`config.mk`:
```
export PLATFORM = sky130hd
export DESIGN_NAME = clcu_node_mem
export DESIGN_NICKNAME = d
export VERILOG_FILES = /design/src/design/clcu_pkg.sv /design/src/design/clcu_node_mem.sv
export SDC_FILE = /design/constraint.sdc
export NUM_CORES = 2
export LEC_CHECK = 0
export BUFFER_PORTS_ARGS = -buffer_cell sky130_fd_sc_hd__buf_2
export CAP_MARGIN = 20
export CORE_MARGIN = 2
export CORE_UTILIZATION = 40
export CTS_BUF_LIST = sky130_fd_sc_hd__clkbuf_8
export DETAILED_ROUTE_END_ITERATION = 10
export GPL_ROUTABILITY_DRIVEN = 0
export PLACE_DENSITY_LB_ADDON = 0.15
export SLEW_MARGIN = 20
export SYNTH_ARGS = -nofsm -noshare
export SYNTH_HDL_FRONTEND = slang
export SYNTH_MEMORY_MAX_BITS = 65536
export SYNTH_SLANG_ARGS = --single-unit
```
`constraint.sdc`:
```
create_clock -name clk -period 4.5 [get_ports clk]
set_input_delay 0 -clock clk [delete_from_list [all_inputs] [get_ports clk]]
set_output_delay 0 -clock clk [all_outputs]
set_load 0.1 [all_outputs]
```
`src/design/clcu_pkg.sv`:
```
`timescale 1ns / 1ps

package clcu_pkg;

	// fixed widths of the channel fields
	localparam int OPCODE_W = 3;
	localparam int DATA_W   = 64;
	localparam int STATUS_W = 2;
	localparam int COUNT_W  = 7;

	// defaults for the top-level parameters
	localparam int CAPACITY_DEF   = 64;
	localparam int ITEM_WIDTH_DEF = 64;

	// operation codes
	localparam logic [OPCODE_W-1:0] OP_INSERT = 3'd0;
	localparam logic [OPCODE_W-1:0] OP_REMOVE = 3'd1;
	localparam logic [OPCODE_W-1:0] OP_NEXT   = 3'd2;
	localparam logic [OPCODE_W-1:0] OP_PREV   = 3'd3;
	localparam logic [OPCODE_W-1:0] OP_READ   = 3'd4;

	// result status codes
	localparam logic [STATUS_W-1:0] STS_OK    = 2'd0;
	localparam logic [STATUS_W-1:0] STS_EMPTY = 2'd1;
	localparam logic [STATUS_W-1:0] STS_FULL  = 2'd2;

	typedef enum logic [2:0] {
		ST_IDLE,
		ST_POP,
		ST_LINK,
		ST_UNLINK,
		ST_FETCH,
		ST_LOAD,
		ST_RESP
	} clcu_state_t;

	// write enables of the three node memories
	typedef struct packed {
		logic pay;
		logic nxt;
		logic prv;
	} clcu_node_we_t;

endpackage

```
`src/design/clcu_node_mem.sv`:
```
`timescale 1ns / 1ps

module clcu_node_mem #(
	parameter int CAPACITY   = clcu_pkg::CAPACITY_DEF,
	parameter int ITEM_WIDTH = clcu_pkg::ITEM_WIDTH_DEF,
	localparam int IW        = $clog2(CAPACITY)
) (
	input  logic                    clk,
	input  clcu_pkg::clcu_node_we_t we,
	input  logic [IW-1:0]           pay_addr,
	input  logic [ITEM_WIDTH-1:0]   pay_wdata,
	output logic [ITEM_WIDTH-1:0]   pay_rdata,
	input  logic [IW-1:0]           nxt_addr,
	input  logic [IW-1:0]           nxt_wdata,
	output logic [IW-1:0]           nxt_rdata,
	input  logic [IW-1:0]           prv_addr,
	input  logic [IW-1:0]           prv_wdata,
	output logic [IW-1:0]           prv_rdata
);
	import clcu_pkg::*;

	logic [ITEM_WIDTH-1:0] pay_mem [CAPACITY];
	logic [IW-1:0]         nxt_mem [CAPACITY];
	logic [IW-1:0]         prv_mem [CAPACITY];

	// single port each: write, or a registered read
	always_ff @(posedge clk) begin
		if (we.pay) begin
			pay_mem[pay_addr] <= pay_wdata;
		end else begin
			pay_rdata <= pay_mem[pay_addr];
		end
	end

	always_ff @(posedge clk) begin
		if (we.nxt) begin
			nxt_mem[nxt_addr] <= nxt_wdata;
		end else begin
			nxt_rdata <= nxt_mem[nxt_addr];
		end
	end

	always_ff @(posedge clk) begin
		if (we.prv) begin
			prv_mem[prv_addr] <= prv_wdata;
		end else begin
			prv_rdata <= prv_mem[prv_addr];
		end
	end

endmodule

```
==> flow_summary_export.csv <==
group,metric,value,unit
run_status,outcome,"finished, final reports clean",
sta,fin_tns_setup,0,ns
setup_path,cp_cell_sequence,"a22oi_1, o22ai_1, a211oi_1, dlygate4sd3_1, o21ai_0, dlygate4sd3_1, or4_1, dlygate4sd3_1",
routing,remaining_drc_errors,0,
yosys,synth_area_leaders,"edfxtp_1 (80%), a221oi_1 (4.6%), a22oi_1 (3.6%), o22ai_1 (1.8%), mux2_2 (1.4%)",
yosys,ys_ff_latch,4940,
setup_path,critPathMaxFanout,1,
grt,grt-ovfl-total,0,
floorplanning,dieArea,470000,um^2
finish,syn_to_final_growth,15.0,%
grt,track_usage,26.6,%
setup_path,crit_arrival,4.86,ns
setup_path,crit_family,"buffers and inverters",
routing,vias,113000,
grt,grt_pass1_vias,111000,
yosys,synth_edf_count,4940,
sta,relSlewSlack,18.3,%
yosys,synth_area,186000,um^2
yosys,synth-async-reset-ratio,0,%
power,ir_worst_vdd,326,uV
yosys,yosysMostFrequentCell,"edfxtp_1",
routing,routedWlPerCell,35.9,um
floorplanning,io_pins,174,
run,drv_cap,0,
grt,grt_pass1_wl,885,mm
setup_path,path_class,"reg2reg",
setup_path,crit_buf_inv,3,
yosys,yosysSeqAreaShare,79.9,%
routing,postRouteAntennaNets,0,
sta,period_needed,3.75,ns
clock_network,cts_made_buffers,802,
yosys,synthCells,10300,
floorplanning,die_h,685,um
placement,port-buffer-count,173,
yosys,synth_top_area_cell,"edfxtp_1",
sta,timing.final.crit_share,83.4,%
yosys,yosysTopAreaCellShare,79.9,%
routing,first_pass_iters,6,
finish,drive_above_1_share,17.0,%
setup_path,crit_slowest_cell,"dlygate4sd3_1",
clock_network,clk_path_buf_depth,4,
sta,finClkSkew,0.109,ns
clock_network,htree_levels,6,
clock_network,cts_sinks,4940,
yosys,yosys-top-cells-count,"edfxtp_1 (4,940), a221oi_1 (966), a22oi_1 (884)",
setup_path,crit_top_cell,"dlygate4sd3_1",
power,cellPowerDensity,439,nW/um^2
clock_network,cts_resized,0,
power,p_total,0.0937,W
clock_network,clk_pin_slew,0.07,ns
floorplanning,core_area,463000,um^2
power,p_leak,67.1,nW
sta,rsz0062_at_grt,"false",
setup_path,cp-end-kind,"flip-flop",
yosys,synthFlopType,"edfxtp_1",
grt,antenna_found_initial,42,
setup_path,critical-path-max-stage-delay,0.65,ns
sta,slew_viol_final,0,
routing,vias_per_cell,6.29,
floorplanning,fp.dieW,685,um
clock_network,cts_root_buffer,"clkbuf_8",
yosys,synth.distinct_cells,65,
sta,final-hold-violation-count,0,
setup_path,worstPathRequired,5.60,ns
yosys,syn_nets,10400,
floorplanning,rows,250,
yosys,yosys_warnings,0,
grt,grt_max_degree,113,
placement,dp_hpwl,343,mm
clock_network,clock_latency,1.36,ns
floorplanning,start_util,40.1,%
sta,fmax,0.267,GHz
routing,routed_wirelength,644,mm
routing,drt_iter0_markers,14800,
clock_network,cts_tree,"done",
hold_path,min_path_type,"in2reg",
setup_path,crit_path_start_kind,"flip-flop",
finish,layout.nets,11200,
yosys,synth.avg_cell_area,18.1,um^2
sta,setup_viol,0,
sta,tightest_slew,1.22,ns
[metal layers]
metal	part of all wire, %	up-vias	GRT usage [%]
li1	-	45400	-
met1	40	59700	36.3
met2	47	6474	43.1
met3	9.0	1216	4.62
met4	3.6	16	9.13
met5	0.018	-	0
[path summary, 6_finish.rpt]
kind / from / end / slack (ns) / depth (start not counted)
worst max-delay path: nxt_mem[7][1] / nxt_rdata[1] / 0.75 / 8
worst min-delay path: pay_wdata[62] / pay_mem[28][62] / 0.03 / 2
worst max register to register: nxt_mem[7][1] / nxt_rdata[1] / 0.75 / 8
worst min register to register: pay_mem[2][10] / pay_rdata[10] / 0.74 / 3
[per-stage QoR]
step / area (um^2) / utilization [%] / std cells / hold slack [ns] / setup slack [ns]
after detailed placement: 196000 / 42.4 / 16200 / 0.553 / 0.697
after global routing: 214000 / 46.1 / 17900 / 0.00156 / 0.629
after global placement: 196000 / 42.3 / 16200 / 0.565 / 0.807
final: 214000 / 46.1 / 17900 / 0.0308 / 0.748
after CTS: 213000 / 46.0 / 17900 / 0.00657 / 0.756
after floorplan: 186000 / - / 10300 / 0.0989 / -0.0693
[where the power goes]
group / switching (W) / internal (W)
clock: 0.0185 / 0.0180
sequential: 0.000217 / 0.0511
combinational: 0.00433 / 0.00157
total: 0.0231 / 0.0706
[timing repair]
item | 4_1_cts | 5_1_grt
endpoints found under the hold margin | 7289 | 1461
hold buffers | 192 | 27
endpoints found under the setup margin | 0 | 0
setup buffers | 0 | 0
[cell usage in the layout, fill, tap and decap left out, drive strengths merged, types with 10 or more instances in the layout]
cell type,instances
a21oi,112
clkinv,335
buf,617
nand2b,10
clkinvlp,10
a211o,56
a221oi,968
o22a,37
a221o,43
nor2,426
o22ai,524
clkbuf,811
nand2,230
mux2,231
bufinv,18
o221ai,79
o211ai,64
mux4,54
nor4,54
mux2i,240
nand3,28
o21ai,139
nand4,35
or4,12
a22oi,884
dlygate4sd3,200
nor3,48
nor2b,23
a31oi,11
edfxtp,4940
a22o,65
or3,12
o31ai,28
inv,311
diode,15
[cell families after synthesis]
logic type,count (synthesis),synth area share [%]
AOI/OAI and AO/OA,3059,12.6
and+or+nand+nor,922,2.22
buffers and inverters,825,1.97
DFF,4940,79.9
muxes,525,3.35
[sequential cells by signal (all words and copies together) (netlist names)]
register and flops:
nxt_mem 384, nxt_rdata 6, pay_mem 4096, pay_rdata 64, prv_mem 384, prv_rdata 6
[layout make-up]
type / count / area (um^2)
fill: 39700 / 249000
clock buffer: 811 / 11200
multi-input combinational: 4506 / 34400
antenna: 15 / 37.5
inverter: 9 / 56.3
tap: 6174 / 7720
timing repair buffer: 817 / 8130
sequential: 4940 / 148000
clock inverter: 665 / 3700
(Power assumes the default switching activity.)
