`src/design/clcu_pkg.sv`:
```
`timescale 1ns / 1ps

package clcu_pkg;

	// fixed widths of the channel fields
	localparam int OPCODE_W = 3;
	localparam int DATA_W   = 64;
	localparam int STATUS_W = 2;
	localparam int COUNT_W  = 7;

	// defaults for the top-level parameters
	localparam int CAPACITY_DEF   = 64;
	localparam int ITEM_WIDTH_DEF = 64;

	// operation codes
	localparam logic [OPCODE_W-1:0] OP_INSERT = 3'd0;
	localparam logic [OPCODE_W-1:0] OP_REMOVE = 3'd1;
	localparam logic [OPCODE_W-1:0] OP_NEXT   = 3'd2;
	localparam logic [OPCODE_W-1:0] OP_PREV   = 3'd3;
	localparam logic [OPCODE_W-1:0] OP_READ   = 3'd4;

	// result status codes
	localparam logic [STATUS_W-1:0] STS_OK    = 2'd0;
	localparam logic [STATUS_W-1:0] STS_EMPTY = 2'd1;
	localparam logic [STATUS_W-1:0] STS_FULL  = 2'd2;

	typedef enum logic [2:0] {
		ST_IDLE,
		ST_POP,
		ST_LINK,
		ST_UNLINK,
		ST_FETCH,
		ST_LOAD,
		ST_RESP
	} clcu_state_t;

	// write enables of the three node memories
	typedef struct packed {
		logic pay;
		logic nxt;
		logic prv;
	} clcu_node_we_t;

endpackage

```
`src/design/clcu_free_stack.sv`:
```
`timescale 1ns / 1ps

module clcu_free_stack #(
	parameter int CAPACITY = clcu_pkg::CAPACITY_DEF,
	localparam int IW      = $clog2(CAPACITY),
	localparam int CW      = $clog2(CAPACITY + 1)
) (
	input  logic          clk,
	input  logic          arst_n,
	input  logic          rd_en,
	input  logic          wr_en,
	input  logic [IW-1:0] addr,
	input  logic [IW-1:0] wdata,
	output logic [IW-1:0] node
);
	import clcu_pkg::*;

	logic [IW-1:0] stack_mem [CAPACITY];
	logic [CW-1:0] mark_q;     // lowest slot ever popped; slots below still hold their index
	logic [IW-1:0] rdata_s1;
	logic [IW-1:0] addr_s1;
	logic          orig_s1;
	logic          below_mark;

	assign below_mark = CW'(addr) < mark_q;

	always_ff @(posedge clk or negedge arst_n) begin
		if (!arst_n) begin
			mark_q <= CW'(CAPACITY);
		end else if (rd_en && below_mark) begin
			mark_q <= CW'(addr);
		end
	end

	always_ff @(posedge clk) begin
		if (wr_en) begin
			stack_mem[addr] <= wdata;
		end else if (rd_en) begin
			rdata_s1 <= stack_mem[addr];
			addr_s1  <= addr;
			orig_s1  <= below_mark;
		end
	end

	// untouched slot reads as its own index
	assign node = orig_s1 ? addr_s1 : rdata_s1;

endmodule

```
`config.mk`:
```
export PLATFORM = sky130hd
export DESIGN_NAME = clcu_free_stack
export DESIGN_NICKNAME = d
export VERILOG_FILES = /design/src/design/clcu_pkg.sv /design/src/design/clcu_free_stack.sv
export SDC_FILE = /design/constraint.sdc
export NUM_CORES = 1
export LEC_CHECK = 0
export BUFFER_PORTS_ARGS = -buffer_cell sky130_fd_sc_hd__buf_4
export CAP_MARGIN = 20
export CORE_UTILIZATION = 56
export DETAILED_ROUTE_END_ITERATION = 16
export GPL_TIMING_DRIVEN = 0
export PLACE_DENSITY = 0.75
export SYNTH_ARGS = -nofsm -noshare
export SYNTH_HDL_FRONTEND = slang
export SYNTH_SLANG_ARGS = --single-unit
```
`constraint.sdc`:
```
create_clock -name clk -period 1.8 [get_ports clk]
set_input_delay 0.27 -clock clk [delete_from_list [all_inputs] [get_ports clk]]
set_output_delay 0.27 -clock clk [all_outputs]
set_load 0.01 [all_outputs]
```
==> results by group, run 1 <==
Placement
  – PortBufs: 21
  – Setup WS pre-CTS: -1560 ps
  – Hpwl dp: about 29000 µm
  – Final RePlAce weighted congestion: 1.00
  – Post-placement cell area: about 0.017 mm²

GRT
  – Vias in the first global route: 10000
  – Largest net degree at the start of global routing: 65
  – GR Layer Usage met1: between 40% and 50%
  – Top Usage Layer GRT: met2
  – M2 GR Usage: 50.7%
  – GR Util met3: a little over a tenth
  – Initial antenna violation count: 0
  – Global-route wire length before repair: between 60000 and 70000 µm
  – GRT Total Usage: between 30% and 40%
  – Grt total ovfl: 0

Timing
  – Slew headroom: 37.1%
  – Fmax achieved: between 400 and 500 MHz
  – Tcrit/Tclk final: 130%
  – Minimum clock period: approximately 2300 ps
  – Clock Skew: 16.8 ps
  – RSZ-0062 raised after global routing: true
  – Final Hold Viols: 0
  – Slew of the pin with the lowest slew margin: about 940 ps
  – Final Max Slew Viols: 0
  – Final WS setup: -542 ps
  – Final setup viols: 32
  – Setup_tns: -4400 ps

Final layout
  – Antenna diode count: 0
  – Fin nets: around 1000
  – Most frequent cells in the layout: edfxtp_1 (397), nor2_4 (56), a22oi_1 (46), clkbuf_16 (43), a221oi_1 (38)
  – Area Overhead vs Synth: 20.5%
  – Final instance area: ~0.019 mm²
  – Most common cell after layout, fill and taps aside: edfxtp_1
  – Layout cells sized above 1: about a third

Synth
  – Yosys top cell area share: around 75%
  – Cell count after synthesis: ~940
  – Synth unique cells: slightly below 50
  – FF+latch count, synth: 404
  – Yosys warns: 0
  – Syn avg cell area: roughly 17 µm²
  – Synth area leaders: edfxtp_1 (75%), a221oi_1 (3.1%), mux4_2 (2.5%)
  – Seq/Total Area, Yosys: 75.7%
  – Synth area leader: edfxtp_1
  – Post-Syn Area: between 0.015 and 0.02 mm²
  – Syn nets: 963

Clock tree
  – Clock Latency Late Sink: 540 ps
  – H-tree depth: 2
  – Bufs on Longest Clock Path: 3
  – Num CTS Buffers: 41
  – CTS tree: yes
  – Root Driver: clkbuf_16
  – Clock Pin Slew Worst Setup and Hold Paths: around 60 ps
  – Sink Count: 404

Route
  – Wirelength, routed: 47400 µm
  – Routed WL per cell: roughly 33 µm
  – DRT Pass-1 Iters: 6
  – Via count: roughly 10000
  – Via density: just over 7
  – Routed Antenna Nets: 0
  – Remaining DRCs: 0
  – Detailed Route Iter0 Violations: 1514

Worst setup path
  – Critical path, cell by cell: mux4_2, mux2i_1, nor2_1, nor3_2, o21ai_1, or4_4
  – Critical Path Fanout Max: 1
  – Worst Path Arrival: about 2600 ps
  – CP Capture Type: flop
  – Crit-path max cell delay: a little over 500 ps
  – CP bufs+invs: 0
  – Delay-heaviest family, CP: simple AND/OR/NAND/NOR gates
  – Kind of critical path: reg -> reg
  – Critical path required time: around 2100 ps
  – CP startpoint kind: flop
  – Worst path slowest cell: or4_4

Pwr
  – P per Cell Area: ~1100 mW/mm²
  – Total Power: approximately 0.020 W
  – Pleak: 6.11 nW
  – VDD IR max: between 800 and 900 µV

Outcome
  – Failing checks: setup timing
  – Outcome: finished, violations left

Floorplanning
  – Core Area: ~0.028 mm²
  – Initial Utilization: 57.2%
  – Die Wd: 171 µm
  – Die height: between 150 and 200 µm
  – Die ar.: approximately 0.029 mm²
  – Row count: slightly above 60
  – # IOs: 22

Run
  – Max-cap violations: 0

Hold path
  – Hold Path Class: in -> reg
synth_stat cells, drive strengths merged:
master  number
and2         3
a21oi       13
a31oi        1
o21ai       23
or2          1
nor2b       12
clkinv       1
mux2        35
or4          6
a211oi       5
o22ai       18
dfstp        1
o32ai        2
nand2b       2
a22o         6
nand2       20
nor3         5
a21o         4
and3         1
o221a        1
o221ai      10
a221oi      62
a311oi       5
edfxtp     397
or3          2
and2b        1
o22a         4
o211ai       4
mux2i       28
inv          6
dfrtp        6
buf         35
nor2       100
mux4        18
a22oi       51
nand3b       1
o21bai       1
o21a         1
nand3       12
a21boi       1
ha           5
clkbuf      32
report_power, final:
group	switching [W]	leakage (nW)	total, W	internal, W
Sequential	0.0000558	3.66	0.0106	0.0105
Clock	0.00346	0.600	0.00786	0.00440
Combinational	0.00124	1.85	0.00203	0.000791
timing repair:
| item | in CTS | in global routing |
|---|---|---|
| gates resized for setup | 169 | 46 |
| hold endpoints to repair | 13 | 0 |
| setup buffers | 12 | 3 |
| setup endpoints to repair | 401 | 165 |
| hold buffers | 7 | 0 |
| pin swaps | 21 | 14 |
metrics by stage:
step	hold slack [ps]	std cells	utilization [%]
after floorplan	-25.6	942	-
after global placement	89.4	1341	60.7
after detailed placement	90.7	1341	60.7
after CTS	44.8	1431	68.0
after global routing	45.9	1435	69.0
final	54.0	1435	69.0
sequential cells by signal, indices dropped and copies added (netlist names):
name       cells
addr_s1        6
mark_q         7
orig_s1        1
rdata_s1       6
stack_mem    384
path summary, 6_finish.rpt:
path	end	slack (ps)	startpoint	cells past startpoint
worst min-delay path	addr_s1[3]	50	addr[3]	1
worst min register to register	mark_q[2]	510	mark_q[2]	1
max in group asynchronous	mark_q[6]	1480	arst_n	2
worst max register to register	rdata_s1[4]	-540	stack_mem[0][4]	6
worst max-delay path	rdata_s1[4]	-540	stack_mem[0][4]	6
min in group asynchronous	mark_q[3]	110	arst_n	2
area by class of cell:
type                    instances  area [µm²]
flip-flops and latches        404       12100
fillers                      1752        8670
multi-input cells             464        4450
clock buffers                  55        1130
plain buffers                  65         571
well taps                     378         473
repair buffers                 44         428
clock inverters                18        82.6
inverters                       7        31.3
cell families (layout without fill, tap and decap cells):
group | after synthesis | after routing | share of synthesized area [%]
adders and majority gates | 5 | 5 | 0.391
DFF | 404 | 404 | 75.7
AOI/OAI and AO/OA | 212 | 212 | 10.2
and+or+nand+nor | 166 | 166 | 4.55
muxes | 81 | 81 | 6.80
buffers and inverters | 74 | 189 | 2.40
metal layers:
| metal | vias to the layer above | part of all wire (%) |
|---|---|---|
| li1 | 4017 | - |
| met1 | 4943 | 34 |
| met2 | 956 | 45 |
| met3 | 217 | 14 |
| met4 | 0 | 5.9 |
| met5 | - | 0 |
Power figures use the tool's default switching activity.
==> run 2, diff against run 1 <==
Settings changed: ABC_AREA set to 1, CORE_UTILIZATION 56 to 59, CTS_BUF_LIST set to sky130_fd_sc_hd__clkbuf_4, PLACE_DENSITY 0.75 to 0.78.
==> run 2 against run 1 <==
The flow still finishes with violations (setup timing). Synthesized cell count rose by 81%. Critical path type is now reg -> out. Clock-buffer cell count is 82 higher. Power is 3.7% lower. First-iteration DRC count increased by 18%. Sequential cell count stayed put. Highest routed layer unchanged. Utilization decreased by 1.0 points. Worst setup slack gained 350 ps. Fmax grew 18%. Clock power is 5.5% lower. Clock skew is 25 ps higher. Largest power group unchanged. Critical path depth fell by 4. Die area up 2.8%.
==> results by group, run 2 <==
Route
  – Routed WL per cell: 21.7 µm (-34%)
  – Routed Antenna Nets: 0 (unchanged)
  – Wirelength, routed: 49700 µm (+4.9%)
  – Detailed Route Iter0 Violations: 1779 (+18%)
  – Metal-1 WL: 18600 µm (+15%)
  – Via count: 12900 (+28%)
  – Top sig layer: met4
  – Via density: 5.65 (-20%)
  – Remaining DRCs: 0 (unchanged)
  – DRT Pass-1 Iters: 8 (+2)
  – Met3 wire len: 6030 µm (-12%)
  – WL met2: 22300 µm (+3.9%)

Synth
  – Post-synthesis adder-cell area fraction: 0.361% (-0.030 points)
  – Synth Area in Simple Gates: 25.6% (+21 points)
  – Yosys top cell area share: 68.8% (-5.8 points)
  – Syn nets: 1724 (+79%)
  – Post-synth EDFFs: 397 (unchanged)
  – FF+latch count, synth: 404 (unchanged)
  – Cell count after synthesis: 1703 (+81%)
  – List of most frequent post-synthesis cells: nand2_1 (1032), edfxtp_1 (397), nor2_1 (86)
  – Post-Syn Area: 0.0173 mm² (+8.4%)
  – Post-synthesis compound-gate area fraction: 0.708% (-9.5 points)
  – Synth area leaders: edfxtp_1 (69%), nand2_1 (22%), nor2_1 (1.9%)
  – Synth unique cells: 30 (-39%)
  – Cell with the most instances after synthesis: nand2_1
  – Main combinational cell family by area after synthesis: simple AND/OR/NAND/NOR gates
  – Seq/Total Area, Yosys: 69.9% (-5.8 points)
  – Top FF cell, synth: edfxtp_1
  – Syn avg cell area: 10.2 µm² (-40%)
  – Mux contribution to synthesized area: 0.390% (-6.4 points)
  – XOR/XNOR Fraction of Synth Area: 0% (unchanged)
  – Async SR Flop Fraction: 1.73% (unchanged)
  – Yosys warns: 0 (unchanged)
  – Synth area leader: edfxtp_1

Final layout
  – Largest register by flop count: stack_mem
  – Sequential cell area: 0.0121 mm² (unchanged)
  – Max FFs per register: 384 (unchanged)
  – Final instance area: 0.0195 mm² (+1.5%)
  – Largest regs: stack_mem: 384 flops, mark_q: 7 flops
  – Area Overhead vs Synth: 12.9%
  – Most common cell after layout, fill and taps aside: nand2_1
  – Filler cell count: 2247 (+28%)
  – Most frequent cells in the layout: nand2_1 (1032), edfxtp_1 (397), clkbuf_4 (137), nor2_2 (43), buf_2 (38)
  – Multi-input gate area: 0.00494 mm² (+11%)
  – Layout cells sized above 1: 16.3% (-16 points)
  – Fin nets: 1858 (+77%)

Floorplanning
  – Initial Utilization: 60.2% (+3.0 points)
  – Die Wd: 173 µm (+1.4%)
  – Row count: 62 (+1.6%)
  – Die ar.: 0.0300 mm² (+2.8%)
  – # IOs: 22 (unchanged)
  – Core Area: 0.0288 mm² (+3.0%)
  – Die height: 173 µm (+1.4%)

Worst setup path
  – Critical Path Fanout Max: 6 (+5)
  – CP startpoint kind: flop
  – Critical path required time: 1530 ps (-550 ps)
  – Worst Path Arrival: 1720 ps (-900 ps)
  – CP Launch Point: orig_s1
  – Worst r2r src: stack_mem[28][4]
  – Kind of critical path: reg -> out
  – CP Capture Type: output port

Hold path
  – Worst Hold Launch: addr[3]
  – Hold Path Class: in -> reg

Run
  – Max-cap violations: 0 (unchanged)

Pwr
  – P per Cell Area: 1010 mW/mm² (-5.1%)
  – Total Power: 0.0197 W (-3.7%)
  – Pleak: 8.20 nW (+34%)
  – VDD IR max: 897 µV (+8.2%)

Outcome
  – Outcome: finished, violations left
  – Failing checks: setup timing

Clock tree
  – Clock Pin Slew Worst Setup and Hold Paths: 60 ps (about the same)
  – Bufs on Longest Clock Path: 3 (unchanged)
  – CTS tree: yes
  – Clock Latency Late Sink: 770 ps (+230 ps)
  – H-tree depth: 3 (+1)
  – Sink Count: 404 (unchanged)
  – Root Driver: clkbuf_4
  – Num CTS Buffers: 98 (+140%)

Timing
  – Slew headroom: 29.6% (-7.5 points)
  – Final Hold Viols: 0 (unchanged)
  – Final setup viols: 6 (-81%)
  – Minimum clock period: 1990 ps (-351 ps)
  – Final WS setup: -192 ps (+351 ps)
  – Final Max Slew Viols: 0 (unchanged)
  – RSZ-0062 raised after global routing: true
  – Fmax achieved: 502 MHz (+18%)
  – Slew of the pin with the lowest slew margin: 1060 ps (+116 ps)
  – Tcrit/Tclk final: 111% (-19 points)
  – Final hold slack: 54.0 ps (-0.0390 ps)
  – Clock Skew: 41.6 ps (+24.8 ps)

Placement
  – PortBufs: 20 (-4.8%)
  – Final RePlAce weighted congestion: 1.04 (+3.4%)
  – Post-placement cell area: 0.0180 mm² (+6.0%)
  – Hpwl dp: 32000 µm (+12%)

GRT
  – Vias in the first global route: 12500 (+25%)
  – Grt total ovfl: 0 (unchanged)
  – GRT Total Usage: 33.9% (+0.69 points)
  – Largest net degree at the start of global routing: 65 (unchanged)
  – Initial antenna violation count: 1 (+1)
  – Global-route wire length before repair: 73600 µm (+9.8%)
==> run 2: cell types whose count changed after synthesis, moves of 18 or more <==
| cell | before | now |
|---|---|---|
| a221oi_1 | 57 | 0 |
| a22oi_1 | 51 | 0 |
| buf_2 | 18 | 38 |
| clkbuf_1 | 32 | 12 |
| inv_1 | 6 | 32 |
| mux2_2 | 29 | 6 |
| mux2i_1 | 28 | 0 |
| mux4_2 | 18 | 0 |
| nand2_1 | 20 | 1032 |
| o22ai_1 | 18 | 0 |
==> run 2: timing repair <==
action                                  4_1_cts  5_1_grt
pin swaps                                     1        0
resized for setup                            55       15
hold buffers                                 11        0
endpoints found under the setup margin      341      205
setup buffers                                 4        0
endpoints found under the hold margin        18        0
==> run 2: through the flow <==
step                setup TNS (ps)  utilization [%]  worst slack [ps]  instances
finish                       -1110             67.9              -192       2291
global route                 -1320             67.9              -224       2291
CTS                          -1810             67.7              -207       2290
detailed placement         -359330             62.4             -1180       2107
global placement           -345490             62.4             -1150       2107
floorplan                        0                -               109       1703
==> run 2: cell type report <==
| cell class | instances | share of cell area, % |
|---|---|---|
| Sequential cell | 404 | 61.9 |
| Multi-Input combinational cell | 1187 | 25.3 |
| Clock buffer | 137 | 5.26 |
| Tap cell | 384 | 2.46 |
| Buffer | 73 | 1.95 |
| Timing Repair Buffer | 35 | 1.49 |
| Clock inverter | 32 | 0.935 |
| Inverter | 38 | 0.743 |
| Antenna cell | 1 | 0.0128 |
==> run 2: cell families (layout without fill, tap and decap cells) <==
logic type / Yosys count / count (layout)
buffers and inverters: 112 / 315
AOI/OAI and AO/OA: 22 / 22
and+or+nand+nor: 1154 / 1154
other: 0 / 1
DFF: 404 / 404
adders and majority gates: 5 / 5
muxes: 6 / 6
==> run 2: power breakdown <==
group          internal (W)  switching [W]
Combinational      0.000476        0.00124
Sequential           0.0105      0.0000605
Clock               0.00379        0.00364
==> run 2: critical path: stages (launching register included) <==
cell and delay [ps]:
edfxtp_1 480, mux2_2 370, buf_4 140
==> run 2: worst paths after layout <==
path / cells after the start / slack (ps) / endpoint
max in group asynchronous: 4 / 530 / mark_q[5]
min reg2reg: 2 / 450 / mark_q[6]
min: 3 / 50 / mark_q[3]
max: 2 / -190 / node[4]
max reg2reg: 7 / 150 / rdata_s1[4]
min in group asynchronous: 3 / 540 / mark_q[6]
==> run 2: routing by layer <==
layer  track usage, %  vias up
met5                0        -
met4             19.1        0
met3             8.11      178
met2             51.6      900
met1             45.1     6002
li1                 -     5858
